===== src/hw/rtl/fwm_pkg.sv =====
// shared types and constants for the fixed window modular exponentiation engine
`timescale 1ns / 1ps
`default_nettype none
package fwm_pkg;

    localparam int LIMB = 64;

    localparam logic [1:0] MODE_MOD   = 2'd0;
    localparam logic [1:0] MODE_BASE  = 2'd1;
    localparam logic [1:0] MODE_EXP   = 2'd2;
    localparam logic [1:0] MODE_START = 2'd3;

    typedef enum logic [5:0] {
        S_IDLE = 6'b000001,
        S_RUN  = 6'b000010,
        S_NEXT = 6'b000100,
        S_SCAN = 6'b001000,
        S_RD   = 6'b010000,
        S_OUT  = 6'b100000
    } t_state;

    typedef enum logic [4:0] {
        J_ONE  = 5'b00001,
        J_BASE = 5'b00010,
        J_TBL  = 5'b00100,
        J_SQ   = 5'b01000,
        J_WMUL = 5'b10000
    } t_job;

    // control for one step of the cell row
    typedef struct packed {
        logic dbl;
        logic bin;
    } t_row_ctl;

endpackage
`default_nettype wire


===== src/hw/rtl/fwm_cell.sv =====
// one 64-bit limb of the modular double / add and subtract chain
`timescale 1ns / 1ps
`default_nettype none
module fwm_cell (
    input  wire logic        i_dbl,
    input  wire logic [63:0] i_r,
    input  wire logic [63:0] i_a,
    input  wire logic [63:0] i_m,
    input  wire logic        i_cin,
    input  wire logic        i_bin,
    output logic      [63:0] o_sum,
    output logic             o_cout,
    output logic      [63:0] o_diff,
    output logic             o_bout
);
    logic [64:0] wide;
    logic [64:0] dwide;

    always_comb begin
        if (i_dbl) begin
            wide = {i_r, i_cin};
        end else begin
            wide = {1'b0, i_r} + {1'b0, i_a} + {64'd0, i_cin};
        end
        dwide = {1'b0, wide[63:0]} - {1'b0, i_m} - {64'd0, i_bin};
    end

    assign o_sum  = wide[63:0];
    assign o_cout = wide[64];
    assign o_diff = dwide[63:0];
    assign o_bout = dwide[64];
endmodule
`default_nettype wire


===== src/hw/rtl/fwm_row.sv =====
// row of limb cells: r <- (2r + b) mod m or (r + a) mod m
`timescale 1ns / 1ps
`default_nettype none
module fwm_row #(
    parameter int WORDS = 4
) (
    input  wire fwm_pkg::t_row_ctl     i_ctl,
    input  wire logic [WORDS*64-1:0]   i_r,
    input  wire logic [WORDS*64-1:0]   i_a,
    input  wire logic [WORDS*64-1:0]   i_m,
    output logic      [WORDS*64-1:0]   o_r
);
    logic [WORDS:0]          carry;
    logic [WORDS:0]          borrow;
    logic [WORDS*64-1:0]     sum;
    logic [WORDS*64-1:0]     diff;
    logic                    ge;

    assign carry[0]  = i_ctl.dbl & i_ctl.bin;
    assign borrow[0] = 1'b0;

    for (genvar g = 0; g < WORDS; g++) begin : g_cell
        fwm_cell u_cell (
            .i_dbl  (i_ctl.dbl),
            .i_r    (i_r[g*64 +: 64]),
            .i_a    (i_a[g*64 +: 64]),
            .i_m    (i_m[g*64 +: 64]),
            .i_cin  (carry[g]),
            .i_bin  (borrow[g]),
            .o_sum  (sum[g*64 +: 64]),
            .o_cout (carry[g+1]),
            .o_diff (diff[g*64 +: 64]),
            .o_bout (borrow[g+1])
        );
    end

    // carry out of the top means the value is above any modulus
    assign ge  = carry[WORDS] | ~borrow[WORDS];
    assign o_r = ge ? diff : sum;
endmodule
`default_nettype wire


===== config.mk =====
export PLATFORM = sky130hd
export DESIGN_NAME = fwm_row
export DESIGN_NICKNAME = d
export VERILOG_FILES = /design/src/hw/rtl/fwm_pkg.sv /design/src/hw/rtl/fwm_cell.sv /design/src/hw/rtl/fwm_row.sv
export SDC_FILE = /design/constraint.sdc
export NUM_CORES = 2
export LEC_CHECK = 0
export BUFFER_PORTS_ARGS = -buffer_cell sky130_fd_sc_hd__buf_2
export CAP_MARGIN = 20
export CORE_AREA = 2 2 399 401
export DETAILED_ROUTE_END_ITERATION = 8
export DIE_AREA = 0 0 401 403
export GPL_TIMING_DRIVEN = 1
export PLACE_DENSITY = 0.45
export SLEW_MARGIN = 20
export SYNTH_ARGS = -nofsm -noshare
export SYNTH_HDL_FRONTEND = slang
export SYNTH_SLANG_ARGS = --single-unit

===== constraint.sdc =====
create_clock -name vclk -period 19.3
set_input_delay 1.93 -clock vclk [all_inputs]
set_output_delay 1.93 -clock vclk [all_outputs]
set_load 0.01 [all_outputs]

==> results.py <==
metrics = {
    "setup_path": {
        "largest_fanout_on_the_critical_path": 5,
        "critical-path-max-stage-delay_ps": 450,
        "setup.worst_path.end": "o_r[18]",
        "cp.required_ps": 17370,
        "crit_arrival_ps": 17380,
        "start_kind": "input pin",
        "crit_slowest_cell": "a211oi_4",
        "worstSetupStartpoint": "i_r[0]",
        "worst-setup-path-type": "input pin to output port",
        "crit_top_cell": "fa_2",
        "timing.critical_path.to_type": "output port",
    },
    "timing": {
        "slew_headroom_pct": 37.3,
        "timing.final.hold_violations": 0,
        "actual_transition_at_the_worst_max_transition_pin_ps": 940,
        "report.final.slew_viol_count": 0,
        "max_clock_freq_mhz": 51.8,
        "timing.final.setup_violations": 3,
        "period_needed_ps": 19310,
        "fin_crit_sh_pct": 100,
        "post-route-worst-setup-slack_ps": -11.1,
        "grt_setup_unrepaired": "yes",
    },
    "layout": {
        "fin_util_pct": 36.5,
        "layout_cell_share_with_drive_strength_beyond_1_pct": 34.8,
        "layout.sequential_cells": 0,
        "postLayoutCellArea_sq_um": 57500,
        "area.sequential_sq_um": 0,
        "clockBufferCount": 0,
        "synthToLayoutAreaGrowth_pct": 53.1,
        "final_nets": 9501,
    },
    "synth": {
        "synthesis.nets": 7244,
        "post_synthesis_cells": 5771,
        "netlist.area_leader.share_pct": 22.9,
        "synth_top_area_cell": "ha_1",
        "yosysUniqueCellTypes": 92,
        "synth_area_sq_um": 37600,
        "synth_area_leaders": "ha_1 23%, a21oi_1 10%, o21ai_0 6.7%",
        "synth_seq_area_share_pct": 0,
        "synth-warning-count": 0,
        "syn_avg_cell_area_sq_um": 6.51,
    },
    "clock_network": {
        "cts-hold-fix-buffers": 0,
    },
    "global_route": {
        "remaining_global_route_overflow": 0,
        "gr-usage-all-layers_pct": 26.8,
        "maximum_number_of_pins_on_one_net_before_global_route_repair": 156,
        "number_of_antenna_violations_at_the_first_check_in_global_routing": 87,
        "grt_first_pass_wirelength_mm": 328,
        "grt_pass1_vias": 51000,
    },
    "power_and_ir_drop": {
        "static-leakage-power_nw": 29.9,
        "power-per-cell-area_nw_per_um2": 87.0,
        "combinational_power_share_pct": 100.0,
        "p_int_mw": 2.27,
        "vdd_drop_max_v": 0.0000441,
        "total_switching_power_mw": 2.74,
        "totalPowerFinal_mw": 5.01,
        "pwr-share-clk_pct": 0,
        "power.switching_fraction_pct": 54.7,
        "share_seq_of_total_power_pct": 0,
    },
    "floorplanning": {
        "dieHeight_um": 403,
        "core_area_sq_um": 157000,
        "die-area_sq_um": 162000,
        "initial_utilization_pct": 23.9,
        "design.portCount": 1026,
        "placement_rows": 146,
        "die_width_um": 401,
    },
    "routing": {
        "drt_first_iter_violations": 3269,
        "detail_route.drc_violations": 0,
        "avgViaCountPerCell": 5.08,
        "drt-wirelength-per-cell_um": 22.9,
        "detailroute.via_count": 51400,
        "first_pass_iters": 6,
        "drtAntennaViolNets": 0,
        "routed_wl_mm": 232,
    },
    "placed_design": {
        "port-buffer-count": 1026,
        "placed_instance_area_sq_um": 54700,
        "place_hpwl_mm": 206,
        "gp_routability_congestion": 0.999,
    },
    "run_status": {
        "violations": "negative setup slack",
        "status": "finished with violations",
    },
    "job": {
        "timing.max_cap.violations": 0,
    },
    "hold_path": {
        "min_path_type": "input pin to output port",
    },
}
-- kinds of logic after synthesis --
group	Yosys count	share of synthesized area (%)
compound gates	2087	33.9
xor+xnor	464	10.8
fa+ha+maj	703	23.7
buf+inv	807	8.54
mux	133	3.70
simple gates	1577	19.4
-- routing by layer --
| metal | part of all wire (%) | global-route usage [%] |
|---|---|---|
| met3 | 5.4 | 3.99 |
| met1 | 40 | 30.4 |
| met5 | 0.18 | 0 |
| met2 | 49 | 48.4 |
| met4 | 6.2 | 13.6 |
-- synth_stat cells, types with 13 or more instances --
cell / number
a211o_1: 18
a211oi_1: 46
a21boi_0: 22
a21o_1: 275
a21oi_1: 757
a221oi_1: 16
a31oi_1: 65
and2_1: 28
and3_1: 33
and4_1: 16
buf_1: 15
buf_2: 19
buf_4: 23
clkbuf_1: 184
fa_1: 14
ha_1: 689
inv_1: 555
mux2_2: 45
mux2i_1: 87
nand2_1: 586
nand2b_1: 50
nand3_1: 99
nand4_1: 122
nor2_1: 421
nor2b_1: 53
nor3_1: 63
nor3b_1: 13
nor4_1: 21
o211ai_1: 37
o21a_1: 56
o21ai_0: 506
o21bai_1: 85
o31ai_1: 36
or3_1: 24
xnor2_1: 278
xor2_1: 186
-- power by group through the flow --
stage | logic (mW) | registers, mW | clock network [mW]
6_report | 5.01 | 0 | 0.000000233
2_1_floorplan | 2.35 | 0 | 0
5_1_grt | 5.36 | 0 | 0.000000105
3_3_place_gp | 4.56 | 0 | 0
3_5_place_dp | 4.54 | 0 | 0
4_1_cts | 4.80 | 0 | 0
-- layout make-up --
cell class | count | area [sq um]
fillers | 17500 | 99900
multi-input cells | 4964 | 35600
repair buffers | 2507 | 17100
well taps | 2072 | 2590
inverters | 555 | 2090
diodes | 36 | 90.1
-- through the flow --
| step | instances | hold WS, ps | setup WS, ps | setup TNS (ps) |
|---|---|---|---|---|
| floorplan | 5771 | 4060 | 955 | 0 |
| global placement | 9998 | 4270 | -3300 | -803460 |
| detailed placement | 9998 | 4280 | -3270 | -794750 |
| CTS | 10000 | 4280 | -399 | -73890 |
| global route | 10100 | 4290 | -637 | -133610 |
| finish | 10100 | 4280 | -11.1 | -20.3 |
-- layout by cell type (no fill, tap or decap), types with 98 or more instances in the layout --
cell type,instances
nand4_1,122
a21o_1,275
buf_4,1435
nand3_1,98
nor2_1,417
a21oi_1,713
buf_2,1003
inv_1,550
o21ai_0,418
xnor2_1,277
ha_1,678
xor2_1,184
nand2_1,580
-- worst max-delay path: cells and delay by family --
kind            cells  cell delay, ps
compound gates     33            6490
simple gates       20            3170
fa+ha+maj           9            2930
buf+inv            15            2060
xor+xnor            3             460
mux                 1             330
-- how the worst min path moves through the flow --
stage	startpoint	to	slack, ps	depth (start not counted)
after CTS	i_m[0]	o_r[0]	4280	4
after global routing	i_m[0]	o_r[0]	4290	4
final	i_m[0]	o_r[0]	4280	4
after detailed placement	i_m[0]	o_r[0]	4280	4
after global placement	i_m[0]	o_r[0]	4270	4
after floorplan	i_m[0]	o_r[0]	4060	2
-- what timing repair did --
item	4_1_cts	5_1_grt
pin swaps	69	80
endpoints found under the hold margin	0	0
buffers inserted	39	68
gates resized for setup	222	196
gates cloned	11	9
endpoints found under the setup margin	256	256
Power figures use the tool's default switching activity.
